<file path="src/rtl/tpbd_pkg.sv">
package tpbd_pkg;

	localparam int PULSE_W    = 21;
	localparam int CFG_IDX_W  = 2;
	localparam int CFG_DATA_W = 2;

	localparam logic [CFG_IDX_W-1:0] REG_TAP_VERSION = 2'd0;
	localparam logic [CFG_IDX_W-1:0] REG_LINE_CODE   = 2'd1;

	localparam logic [1:0] TAP_VERSION_RESET = 2'd1;
	localparam logic [8:0] V0_ZERO_PULSE     = 9'd256;

	typedef enum logic [2:0] {
		EV_DATA   = 3'd0,
		EV_END    = 3'd1,
		EV_BADBIT = 3'd2,
		EV_PARITY = 3'd3,
		EV_LEAD   = 3'd4
	} event_kind_t;

	typedef enum logic [1:0] {
		CLS_OTHER  = 2'd0,
		CLS_SHORT  = 2'd1,
		CLS_MIDDLE = 2'd2,
		CLS_LONG   = 2'd3
	} pulse_class_t;

	typedef struct packed {
		logic        valid;
		event_kind_t kind;
		logic [7:0]  data;
	} tpbd_result_t;

	function automatic pulse_class_t classify(input logic [PULSE_W-1:0] p);
		pulse_class_t c;
		if (p >= 21'd36 && p <= 21'd54) begin
			c = CLS_SHORT;
		end else if (p >= 21'd55 && p <= 21'd73) begin
			c = CLS_MIDDLE;
		end else if (p >= 21'd74 && p <= 21'd100) begin
			c = CLS_LONG;
		end else begin
			c = CLS_OTHER;
		end
		return c;
	endfunction

endpackage

</file>
<file path="src/rtl/tpbd_frame.sv">
module tpbd_frame (
	input  logic                              clk,
	input  logic                              arst_n,
	input  logic                              en,
	input  logic [tpbd_pkg::PULSE_W-1:0]      pulse,
	input  logic                              turbo,
	input  logic                              clear,
	output tpbd_pkg::tpbd_result_t            result
);

	typedef enum logic [1:0] {
		PH_WAIT_LEAD,
		PH_WAIT_MARK,
		PH_BITS
	} phase_t;

	phase_t                  phase_q, phase_d;
	logic [3:0]              bit_count_q, bit_count_d;
	logic                    pair_half_q, pair_half_d;
	tpbd_pkg::pulse_class_t  first_class_q, first_class_d;
	logic [7:0]              shift_q, shift_d;
	logic                    parity_q, parity_d;

	tpbd_pkg::pulse_class_t  cls;
	logic                    bit_val;
	logic                    bit_ok;
	logic [3:0]              count_inc;
	logic [7:0]              turbo_shift;

	always_comb begin
		cls         = tpbd_pkg::classify(pulse);
		count_inc   = bit_count_q + 4'd1;
		bit_val     = 1'b0;
		bit_ok      = 1'b1;
		turbo_shift = 8'd0;

		phase_d       = phase_q;
		bit_count_d   = bit_count_q;
		pair_half_d   = pair_half_q;
		first_class_d = first_class_q;
		shift_d       = shift_q;
		parity_d      = parity_q;

		result.valid = 1'b0;
		result.kind  = tpbd_pkg::EV_DATA;
		result.data  = 8'd0;

		if (turbo) begin
			if (pulse >= 21'd35 && pulse <= 21'd54) begin
				bit_val = 1'b1;
			end else if (pulse >= 21'd10 && pulse <= 21'd34) begin
				bit_val = 1'b0;
			end else begin
				bit_ok = 1'b0;
			end
			turbo_shift = {shift_q[6:0], bit_val};
			if (!bit_ok) begin
				result.valid = 1'b1;
				result.kind  = tpbd_pkg::EV_BADBIT;
			end else if (count_inc >= 4'd8) begin
				result.valid = 1'b1;
				result.kind  = tpbd_pkg::EV_DATA;
				result.data  = turbo_shift;
			end else begin
				shift_d     = turbo_shift;
				bit_count_d = count_inc;
			end
		end else begin
			case (phase_q)
				PH_WAIT_LEAD: begin
					if (cls == tpbd_pkg::CLS_LONG) begin
						phase_d = PH_WAIT_MARK;
					end else begin
						result.valid = 1'b1;
						result.kind  = tpbd_pkg::EV_LEAD;
					end
				end
				PH_WAIT_MARK: begin
					if (cls == tpbd_pkg::CLS_SHORT) begin
						result.valid = 1'b1;
						result.kind  = tpbd_pkg::EV_END;
					end else if (cls == tpbd_pkg::CLS_LONG) begin
						result.valid = 1'b1;
						result.kind  = tpbd_pkg::EV_BADBIT;
					end
				end
				PH_BITS: begin
					if (!pair_half_q) begin
						first_class_d = cls;
						pair_half_d   = 1'b1;
					end else begin
						pair_half_d = 1'b0;
						if (first_class_q == tpbd_pkg::CLS_SHORT &&
						    (cls == tpbd_pkg::CLS_MIDDLE || cls == tpbd_pkg::CLS_LONG)) begin
							bit_val = 1'b0;
						end else if ((first_class_q == tpbd_pkg::CLS_MIDDLE ||
						              first_class_q == tpbd_pkg::CLS_LONG) &&
						             cls == tpbd_pkg::CLS_SHORT) begin
							bit_val = 1'b1;
						end else begin
							bit_ok = 1'b0;
						end
						if (!bit_ok) begin
							result.valid = 1'b1;
							result.kind  = tpbd_pkg::EV_BADBIT;
						end else if (bit_count_q < 4'd8) begin
							shift_d     = {bit_val, shift_q[7:1]};
							parity_d    = parity_q ^ bit_val;
							bit_count_d = count_inc;
						end else begin
							result.valid = 1'b1;
							if (bit_val == parity_q) begin
								result.kind = tpbd_pkg::EV_DATA;
								result.data = shift_q;
							end else begin
								result.kind = tpbd_pkg::EV_PARITY;
							end
						end
					end
				end
				default: begin
					phase_d = PH_WAIT_LEAD;
				end
			endcase
		end

		// Every reported event ends the current frame. A good start mark also
		// starts a fresh frame, now in the bit-pair phase.
		if (result.valid || (!turbo && phase_q == PH_WAIT_MARK)) begin
			phase_d       = (!result.valid) ? PH_BITS : PH_WAIT_LEAD;
			bit_count_d   = 4'd0;
			pair_half_d   = 1'b0;
			first_class_d = tpbd_pkg::CLS_OTHER;
			shift_d       = 8'd0;
			parity_d      = 1'b1;
		end
	end

	always_ff @(posedge clk or negedge arst_n) begin
		if (!arst_n) begin
			phase_q       <= PH_WAIT_LEAD;
			bit_count_q   <= 4'd0;
			pair_half_q   <= 1'b0;
			first_class_q <= tpbd_pkg::CLS_OTHER;
			shift_q       <= 8'd0;
			parity_q      <= 1'b1;
		end else if (clear) begin
			phase_q       <= PH_WAIT_LEAD;
			bit_count_q   <= 4'd0;
			pair_half_q   <= 1'b0;
			first_class_q <= tpbd_pkg::CLS_OTHER;
			shift_q       <= 8'd0;
			parity_q      <= 1'b1;
		end else if (en) begin
			phase_q       <= phase_d;
			bit_count_q   <= bit_count_d;
			pair_half_q   <= pair_half_d;
			first_class_q <= first_class_d;
			shift_q       <= shift_d;
			parity_q      <= parity_d;
		end
	end

	// A frame never holds more than eight collected bits.
	assert property (@(posedge clk) disable iff (!arst_n) bit_count_q <= 4'd8)
		else $error("tpbd_frame: bit count beyond eight");

	// The second pulse of a pair is only expected while decoding bit pairs.
	assert property (@(posedge clk) disable iff (!arst_n)
		pair_half_q |-> (phase_q == PH_BITS && !clear && !turbo) || turbo || clear)
		else $error("tpbd_frame: pair half set outside the bit phase");

endmodule

</file>
<file path="src/rtl/tape_pulse_byte_decoder_top.sv">
// A TAP byte transfer is registered in the input stage, and its event, if any, is loaded into
// the output register when that stage advances (output register empty or out_ready high).
// Throughput: one TAP byte per cycle unless the output stalls (one frame logic pass).
// Long-length bytes of a zero prefix give no output; the event comes with the last one.
// Reset (arst_n low, asynchronous): both stages empty, tap_version 1, line_code 0,
// framing back to waiting for a lead pulse.
module tape_pulse_byte_decoder_top (
	input  logic                               clk,
	input  logic                               arst_n,
	input  logic                               in_valid,
	output logic                               in_ready,
	input  logic [7:0]                         tap_byte,
	output logic                               out_valid,
	input  logic                               out_ready,
	output logic [2:0]                         event_kind,
	output logic [7:0]                         data_byte,
	input  logic                               cfg_we,
	input  logic [tpbd_pkg::CFG_IDX_W-1:0]     cfg_index,
	input  logic [tpbd_pkg::CFG_DATA_W-1:0]    cfg_data
);

	logic                              valid_s1;
	logic [7:0]                        byte_s1;
	logic [1:0]                        tap_version_q;
	logic                              line_code_q;
	logic [1:0]                        ext_count_q;
	logic [15:0]                       ext_value_q;
	logic                              out_valid_q;
	logic [2:0]                        kind_q;
	logic [7:0]                        data_q;

	logic                              advance;
	logic                              pulse_go;
	logic [tpbd_pkg::PULSE_W-1:0]      pulse;
	logic                              frame_clear;
	tpbd_pkg::tpbd_result_t            res;

	assign advance  = valid_s1 && (!out_valid_q || out_ready);
	assign in_ready = !valid_s1 || advance;
	assign frame_clear = cfg_we && cfg_index == tpbd_pkg::REG_LINE_CODE;

	always_comb begin
		pulse    = {13'd0, byte_s1};
		pulse_go = 1'b0;
		if (ext_count_q != 2'd0) begin
			// The last length byte is the top byte; the length is divided by eight.
			pulse    = {byte_s1, ext_value_q[15:3]};
			pulse_go = (ext_count_q == 2'd1);
		end else if (byte_s1 == 8'd0) begin
			pulse    = {12'd0, tpbd_pkg::V0_ZERO_PULSE};
			pulse_go = (tap_version_q == 2'd0);
		end else begin
			pulse_go = 1'b1;
		end
	end

	tpbd_frame u_frame (
		.clk    (clk),
		.arst_n (arst_n),
		.en     (advance && pulse_go),
		.pulse  (pulse),
		.turbo  (line_code_q),
		.clear  (frame_clear),
		.result (res)
	);

	always_ff @(posedge clk or negedge arst_n) begin
		if (!arst_n) begin
			valid_s1 <= 1'b0;
		end else if (in_ready) begin
			valid_s1 <= in_valid;
		end
	end

	always_ff @(posedge clk) begin
		if (in_ready && in_valid) begin
			byte_s1 <= tap_byte;
		end
	end

	always_ff @(posedge clk or negedge arst_n) begin
		if (!arst_n) begin
			tap_version_q <= tpbd_pkg::TAP_VERSION_RESET;
			line_code_q   <= 1'b0;
		end else if (cfg_we) begin
			case (cfg_index)
				tpbd_pkg::REG_TAP_VERSION: tap_version_q <= cfg_data;
				tpbd_pkg::REG_LINE_CODE:   line_code_q   <= cfg_data[0];
				default: begin
				end
			endcase
		end
	end

	always_ff @(posedge clk or negedge arst_n) begin
		if (!arst_n) begin
			ext_count_q <= 2'd0;
			ext_value_q <= 16'd0;
		end else if (advance) begin
			if (ext_count_q == 2'd3) begin
				ext_value_q[7:0] <= byte_s1;
				ext_count_q      <= 2'd2;
			end else if (ext_count_q == 2'd2) begin
				ext_value_q[15:8] <= byte_s1;
				ext_count_q       <= 2'd1;
			end else if (ext_count_q == 2'd1) begin
				ext_value_q <= 16'd0;
				ext_count_q <= 2'd0;
			end else if (byte_s1 == 8'd0 && tap_version_q != 2'd0) begin
				ext_value_q <= 16'd0;
				ext_count_q <= 2'd3;
			end
		end
	end

	always_ff @(posedge clk or negedge arst_n) begin
		if (!arst_n) begin
			out_valid_q <= 1'b0;
		end else if (advance && pulse_go && res.valid) begin
			out_valid_q <= 1'b1;
		end else if (out_ready) begin
			out_valid_q <= 1'b0;
		end
	end

	always_ff @(posedge clk) begin
		if (advance && pulse_go && res.valid) begin
			kind_q <= res.kind;
			data_q <= res.data;
		end
	end

	assign out_valid  = out_valid_q;
	assign event_kind = kind_q;
	assign data_byte  = data_q;

	// Each length byte moves the gathering count down by exactly one.
	assert property (@(posedge clk) disable iff (!arst_n)
		advance && ext_count_q == 2'd3 |=> ext_count_q == 2'd2)
		else $error("tpbd: length byte count did not step");

	// No pulse reaches the frame logic while a long length is half gathered.
	assert property (@(posedge clk) disable iff (!arst_n)
		(ext_count_q == 2'd3 || ext_count_q == 2'd2) |-> !pulse_go)
		else $error("tpbd: pulse decoded from a partial length");

	// Only data events carry a byte.
	assert property (@(posedge clk) disable iff (!arst_n)
		out_valid_q && kind_q != tpbd_pkg::EV_DATA |-> data_q == 8'd0)
		else $error("tpbd: non-data event with a nonzero byte");

	// An empty input stage always takes the next transfer.
	assert property (@(posedge clk) disable iff (!arst_n) !valid_s1 |-> in_ready)
		else $error("tpbd: empty input stage refused a transfer");

endmodule
</file>
<file path="config.mk">
export PLATFORM = sky130hd
export DESIGN_NAME = tape_pulse_byte_decoder_top
export DESIGN_NICKNAME = d
export VERILOG_FILES = /design/src/rtl/tpbd_pkg.sv /design/src/rtl/tpbd_frame.sv /design/src/rtl/tape_pulse_byte_decoder_top.sv
export SDC_FILE = /design/constraint.sdc
export NUM_CORES = 1
export LEC_CHECK = 0
export ABC_AREA = 1
export ABC_CLOCK_PERIOD_IN_PS = 4500
export BUFFER_PORTS_ARGS = -buffer_cell sky130_fd_sc_hd__buf_2
export CORE_MARGIN = 8
export CORE_UTILIZATION = 40
export DETAILED_ROUTE_END_ITERATION = 10
export GPL_TIMING_DRIVEN = 0
export SETUP_SLACK_MARGIN = 0.2
export SLEW_MARGIN = 15
export SYNTH_ARGS = -nofsm -noshare
export SYNTH_HDL_FRONTEND = slang
export SYNTH_SLANG_ARGS = --single-unit
export TNS_END_PERCENT = 30
</file>
<file path="constraint.sdc">
create_clock -name clk -period 4.5 [get_ports clk]
set_input_delay 0.45 -clock clk [delete_from_list [all_inputs] [get_ports clk]]
set_output_delay 0.45 -clock clk [all_outputs]
set_load 0.02 [all_outputs]
</file>
---- Word level (Yosys, flattened, before mapping) ----
Cells that the tools add are included.
word-level totals
  flip-flop bits (word level) ............. 60
  input port bits ......................... 17
  output and inout bits ................... 13
  logic and storage cells ................. 195
operators by class
  add/sub/neg operators ................... 1
  $lt $le $gt $ge ......................... 11
  equality and inequality tests ........... 20
  mux-type cells .......................... 93
  bitwise operators ....................... 2
  reductions and logical operators ........ 52
operator list
  cell                                                             count
  two-way mux 8 bit                                                17
  >= comparator 21 x 6 -> 1 bit, second input constant             3
  two-way mux 4 bit                                                15
  two-way mux 12 bit                                               4
  less-or-equal comparator 21 x 6 -> 1 bit, second input constant  2
  less-or-equal comparator 21 x 7 -> 1 bit, second input constant  2
  two-way mux 2 bit                                                20
  two-way mux 16 bit                                               2
  two-way mux 1 bit                                                31
  >= comparator 21 x 4 -> 1 bit, second input constant             1
  >= comparator 21 x 7 -> 1 bit, second input constant             1
  two-way mux 21 bit                                               1
  nonzero test 4 bit                                               5
  nonzero test 3 bit                                               6
  equality test 2 bit, second input constant                       7
  logical AND 1 bit                                                14
  case mux 4 bit (3 select lines)                                  1
  equality test 2 x 1 -> 1 bit, second input constant              5
  two-way mux 9 bit                                                1
  AND reduction 3 bit                                              3
  zero test 8 bit                                                  1
  AND reduction 4 bit                                              2
  nonzero test 2 bit                                               4
  AND reduction 7 bit                                              1
  19 further kinds                                                 30

---- Longest topological paths before layout ----
  depth after elaboration ................. 26
  mapped depth ............................ 25
  mapped depth without buffers ............ 23

---- Modules after synthesis ----
A second synthesis with hierarchy kept.
second synthesis, totals
  cell total of the unflattened synthesis .. 460
  area total of the unflattened synthesis .. 3598.5 µm²
by module, submodules not included
  module                       instances  cells an instance  area an instance (µm²)  sequential area each (µm²)
  tpbd_frame                   1          273                1803.0                  451.7
  tape_pulse_byte_decoder_top  1          187                1795.5                  1072.3

---- Worst setup path after synthesis ----
OpenSTA, ideal clock, no wires.
  kind .................................... reg2reg
  from .................................... register ext_count_q[0]
  to ...................................... register data_q[0] (netlist: data_byte[0]), enable pin
  setup time .............................. 378 ps
  arrival ................................. 2581 ps
  data required time ...................... 4122 ps
  path slack .............................. 1541 ps
  stages on the path, launching flop included .. 18
  buffers on the path ..................... 1
  clock period less this slack ............ 2959 ps
  cell sequence ........................... dfrtp_1 -> inv_1 -> ha_1 -> inv_2 -> buf_6 -> o21ai_0 -> nand2_1 -> nor2_2 -> nand2_2 -> nor3_2 -> nand2_1 -> a21boi_0 -> nor2_1 -> nand2_1 -> nand2_2 -> nand2_1 -> inv_1 -> nor2_1
between the ends
  cells in the longest elaborated chain, start to end .. 19
  elaborated cells on any way between the ends .. 45
  those cells by class .................... order compare (9); eq/ne (4); mux (21); reduce/logical (11)
RTL lines
  item                                                                                       line                                RTL
  start, declared                                                                            tape_pulse_byte_decoder_top.sv:26   logic [1:0] ext_count_q;
  start signal, assigned                                                                     tape_pulse_byte_decoder_top.sv:97   ext_count_q <= 2'd0;
  start signal, assigned                                                                     tape_pulse_byte_decoder_top.sv:102  ext_count_q <= 2'd2;
  start signal, assigned                                                                     tape_pulse_byte_decoder_top.sv:105  ext_count_q <= 2'd1;
  nonzero test 2 bit                                                                         tape_pulse_byte_decoder_top.sv:45   if (ext_count_q != 2'd0) begin
  two-way mux 21 bit                                                                         tape_pulse_byte_decoder_top.sv:45
  >= comparator 21 x 7 -> 1 bit or less-or-equal comparator 21 x 7 -> 1 bit (tied branches)  tpbd_pkg.sv:40                      end else if (p >= 21'd74 && p <= 21'd100) begin
  logical AND 1 bit                                                                          tpbd_pkg.sv:40
  two-way mux 2 bit                                                                          tpbd_pkg.sv:40
  two-way mux 2 bit                                                                          tpbd_pkg.sv:38                      end else if (p >= 21'd55 && p <= 21'd73) begin
  two-way mux 2 bit                                                                          tpbd_pkg.sv:36                      if (p >= 21'd36 && p <= 21'd54) begin
  equality test 2 x 1 -> 1 bit, or another cell as far along                                 tpbd_frame.sv:79, tpbd_frame.sv:98
  [3 not listed]                                                                             --
  two-way mux 1 bit                                                                          tpbd_frame.sv:88                    if (!pair_half_q) begin
  two-way mux 1 bit                                                                          tpbd_frame.sv:69                    case (phase_q)
  two-way mux 1 bit                                                                          tpbd_frame.sv:48                    if (turbo) begin
  two-way mux 4 bit                                                                          tpbd_frame.sv:103                   if (!bit_ok) begin
  two-way mux 12 bit                                                                         tpbd_frame.sv:88
  case mux 4 bit (3 select lines)                                                            tpbd_frame.sv:69
  two-way mux 12 bit                                                                         tpbd_frame.sv:48
  logical AND 1 bit (*)                                                                      tape_pulse_byte_decoder_top.sv:127  if (advance && pulse_go && res.valid) begin
  end signal, assigned                                                                       tape_pulse_byte_decoder_top.sv:129  data_q <= res.data;
  end, declared                                                                              tape_pulse_byte_decoder_top.sv:30   logic [7:0] data_q;
Mark *: on every way between the ends. The rest lies on a longest branch, timed or not. The select of a mux whose other input is x is not followed.
A chain may end at the register's enable or synchronous reset.

---- Final worst setup path ----
  from .................................... register ext_count_q[0]
  to ...................................... register kind_q[2] (netlist: event_kind[2]), enable pin
between the ends
  cells in the longest elaborated chain, start to end .. 19
  elaborated cells on any way between the ends .. 45
  those cells by class .................... order compare (9); eq/ne (4); mux (21); reduce/logical (11)
RTL lines
  item                                                                                       line                                RTL
  nonzero test 2 bit                                                                         tape_pulse_byte_decoder_top.sv:45
  two-way mux 21 bit                                                                         tape_pulse_byte_decoder_top.sv:45
  >= comparator 21 x 7 -> 1 bit or less-or-equal comparator 21 x 7 -> 1 bit (tied branches)  tpbd_pkg.sv:40
  logical AND 1 bit                                                                          tpbd_pkg.sv:40
  two-way mux 2 bit                                                                          tpbd_pkg.sv:40
  two-way mux 2 bit                                                                          tpbd_pkg.sv:38
  two-way mux 2 bit                                                                          tpbd_pkg.sv:36
  equality test 2 x 1 -> 1 bit, or another cell as far along                                 tpbd_frame.sv:79, tpbd_frame.sv:98
  [3 not listed]                                                                             --
  two-way mux 1 bit                                                                          tpbd_frame.sv:88
  two-way mux 1 bit                                                                          tpbd_frame.sv:69
  two-way mux 1 bit                                                                          tpbd_frame.sv:48
  two-way mux 4 bit                                                                          tpbd_frame.sv:103
  two-way mux 12 bit                                                                         tpbd_frame.sv:88
  case mux 4 bit (3 select lines)                                                            tpbd_frame.sv:69
  two-way mux 12 bit                                                                         tpbd_frame.sv:48
  logical AND 1 bit (*)                                                                      tape_pulse_byte_decoder_top.sv:127
  end signal, assigned                                                                       tape_pulse_byte_decoder_top.sv:128  kind_q <= res.kind;
  end, declared                                                                              tape_pulse_byte_decoder_top.sv:29   logic [2:0] kind_q;
Marks and branches as above.

==> metrics.cfg <==
[floorplanning]
initial_core_util_pct = 41.34
dieArea_um2 = 11700
row_count = 33
die-height_um = 108.2
die_w_um = 108.2
pin_count = 30
coreArea_um2 = 8217

[sta]
finalHoldViolations = 0
fmax_mhz = 279.9
finalSetupTns_ps = 0
worstMarginPinSlew_ps = 911.2
period_needed_ps = 3573
skew_ps = 5.881
maxSlewViolCount = 0
slew_headroom_pct = 38.78
fin_crit_sh_pct = 79.39
setup_slack_ps = 927.3
setup_viol_count_final = 0
holdWs_ps = 229.5
rsz0062_at_grt = no

[setup_path]
critical_path_buf_inv_count = 4
end_kind = flip-flop
max_stage_delay_ps = 680
critical_path.cell_chain = inv_1, ha_1, buf_4, o21ai_0, inv_1, nand2_1, nor2_1, nand3_1, nand2_1, a21boi_0, nor2_1, nand2_1, nand2_2, nand2_1, inv_1, nor2_1
critPathTopFamily = simple AND/OR/NAND/NOR gates
ff2ff_setup_slack_ps = 930
worstPathRequired_ps = 4460
worst-setup-path-type = reg -> reg
startpoint_type = flip-flop
cp.arrival_ps = 3540
slowest_stage = nor2_1
cpMostUsedCell = nand2_1
path_max_fanout = 11

[clock_tree]
cts_inserted_buffers = 9
cts_tree = built
post-cts-setup-buffers = 0
post_cts_resize_count = 0
cts_max_level = 3
clk_latency_ps = 340
postCtsHoldBufs = 0
clockBufferDepth = 2
cts_num_sinks = 57
cts_root_buf = clkbuf_8
cts.clk_slew.worst_paths_ps = 70

[global_route]
grt.total_usage_pct = 14.04
grt_max_degree = 39
grt_pass1_wl_um = 13170
antenna_found_initial = 0
first_global_vias = 2908
grt_overflow = 0

[yosys]
synth.ff_latch_count = 57
yosysUniqueCellTypes = 43
yosys-top-cells-area = dfrtp_1 (27%), edfxtp_1 (17%), nand2_1 (12%), nand3_1 (6.9%), o21ai_0 (5.9%)
synth.avg_cell_area_um2 = 7.827
async_reset_ff_share_pct = 66.67
netlist_area_um2 = 3397
synth-edff-count = 19
synth_ff_type = dfrtp_1
yosys_warnings = 0
synth_cells = 434
synth-seq-area-share_pct = 44.86
synth_top_area_share_pct = 26.52
yosysTopAreaCell = dfrtp_1
syn_nets = 461

[drt]
vias = 2859
detailedRoute.firstIterationViolations = 70
drt-total-wl_um = 7461
vias_per_cell = 4.896
ant_nets = 0
dr.pass1.iters = 4
routedWlPerCell_um = 12.78
remaining_drc_errors = 0

[outcome]
status = finished clean

[power]
powerDensity_nw_per_um2 = 577.5
leakagePower_uw = 0.001885
vdd_drop_max_mv = 0.2588

[placement]
place_congestion = 0.8330
portBuffers = 29
dp_slack_ps = 858.0
place_hpwl_um = 5689
place_inst = 568

[finish]
antenna_cells = 0
layout-drive-gt1-share_pct = 15.66
final_util_pct = 47.10
layout.nets = 501
area_delta_synth_final_pct = 13.92
finalNonFillerCells = 584

[run]
max-cap-violations = 0

[worst_hold_path]
hold_path.class = in -> async

[synth_stat cells (2+ instances only)]
cell type  count
nand3_1       47
nor2_2         2
buf_6          3
o22ai_1        3
nor3_2         3
xor2_1         2
nor2_1        46
nand2_2        5
a21oi_1        9
nand4_1        2
edfxtp_1      19
clkbuf_1       3
ha_1          10
nand3_4        2
dfrtp_1       36
o211ai_1       2
nor3_1         6
o21ai_0       40
nand2_1      112
o21ai_1        6
dfstp_2        2
inv_1         53
[power by group]
part	switching, µW	internal, µW	leakage (µW)
combinational	669	318	0.00110
clock	206	269	0.0000953
sequential	83.2	691	0.000688
total	958	1280	0.00188
[registers in the layout, indices dropped and copies added (netlist names)]
| signal | cells |
|---|---|
| byte_s1 | 8 |
| data_byte | 8 |
| event_kind | 3 |
| ext_count_q | 2 |
| ext_value_q | 13 |
| line_code_q | 1 |
| out_valid | 1 |
| tap_version_q | 2 |
| u_frame.bit_count_q | 4 |
| u_frame.first_class_q | 2 |
| u_frame.pair_half_q | 1 |
| u_frame.parity_q | 1 |
| u_frame.phase_q | 2 |
| u_frame.shift_q | 8 |
| valid_s1 | 1 |
[area by class of cell]
type | count | area [µm²]
well taps | 105 | 131.4
inverters | 54 | 202.7
clock buffers | 11 | 141.4
repair buffers | 29 | 145.1
multi-input cells | 312 | 1587
fillers | 811 | 4347
clock inverters | 5 | 55.05
flip-flops and latches | 57 | 1524
plain buffers | 11 | 83.83
[per-layer routing]
metal,wire (µm),vias up,global-route usage [%]
li1,-,1489,-
met1,3453,1281,16.73
met2,3455,71,22.80
met3,381,18,3.569
met4,171,0,7.532
met5,0,-,0
[path summary, 6_finish.rpt]
kind	from	endpoint	cells past startpoint
worst min register to register	u_frame.first_class_q[0]	u_frame.first_class_q[0]	2
min in group clk	tap_byte[1]	byte_s1[1]	1
worst max-delay path	ext_count_q[0]	event_kind[2]	16
max in group asynchronous	arst_n	u_frame.shift_q[2]	1
worst max register to register	ext_count_q[0]	event_kind[2]	16
worst min-delay path	arst_n	ext_value_q[3]	1
[worst register-to-register path: stages (launching register included)]
cell and delay, ps:
dfrtp_1 420, inv_1 100, ha_1 290, buf_4 200, o21ai_0 260, inv_1 130
nand2_1 110, nor2_1 40, nand3_1 100, nand2_1 80, a21boi_0 370, nor2_1 90
nand2_1 90, nand2_2 90, nand2_1 70, inv_1 70, nor2_1 680
[through the flow]
stage | total power [µW] | area [µm²]
finish | 2235 | 3870
global route | 2435 | 3870
CTS | 2265 | 3870
detailed placement | 1776 | 3674
global placement | 1753 | 3674
floorplan | 1533 | 3397
[cell usage in the layout (no fill, tap or decap), types with 2 or more instances in the layout]
master	n
nand2_1	112
inv_1	53
nand3_1	47
nor2_1	46
o21ai_0	40
dfrtp_1	36
buf_2	30
edfxtp_1	19
ha_1	10
clkbuf_8	10
a21oi_1	9
o21ai_1	6
nor3_1	6
nand2_2	5
clkbuf_1	4
buf_6	3
nor3_2	3
o22ai_1	3
nor2_2	2
xor2_1	2
o211ai_1	2
nand4_1	2
nand3_4	2
clkinv_2	2
clkinvlp_4	2
dfstp_2	2
[cells by family after synthesis]
logic type | after synthesis | share of synthesized area, %
compound gates | 66 | 10.42
fa+ha+maj | 10 | 3.683
mux | 1 | 0.3315
simple gates | 232 | 31.49
flops | 57 | 44.86
xor+xnor | 3 | 0.7736
buf+inv | 65 | 8.434
Power figures use the tool's default switching activity.
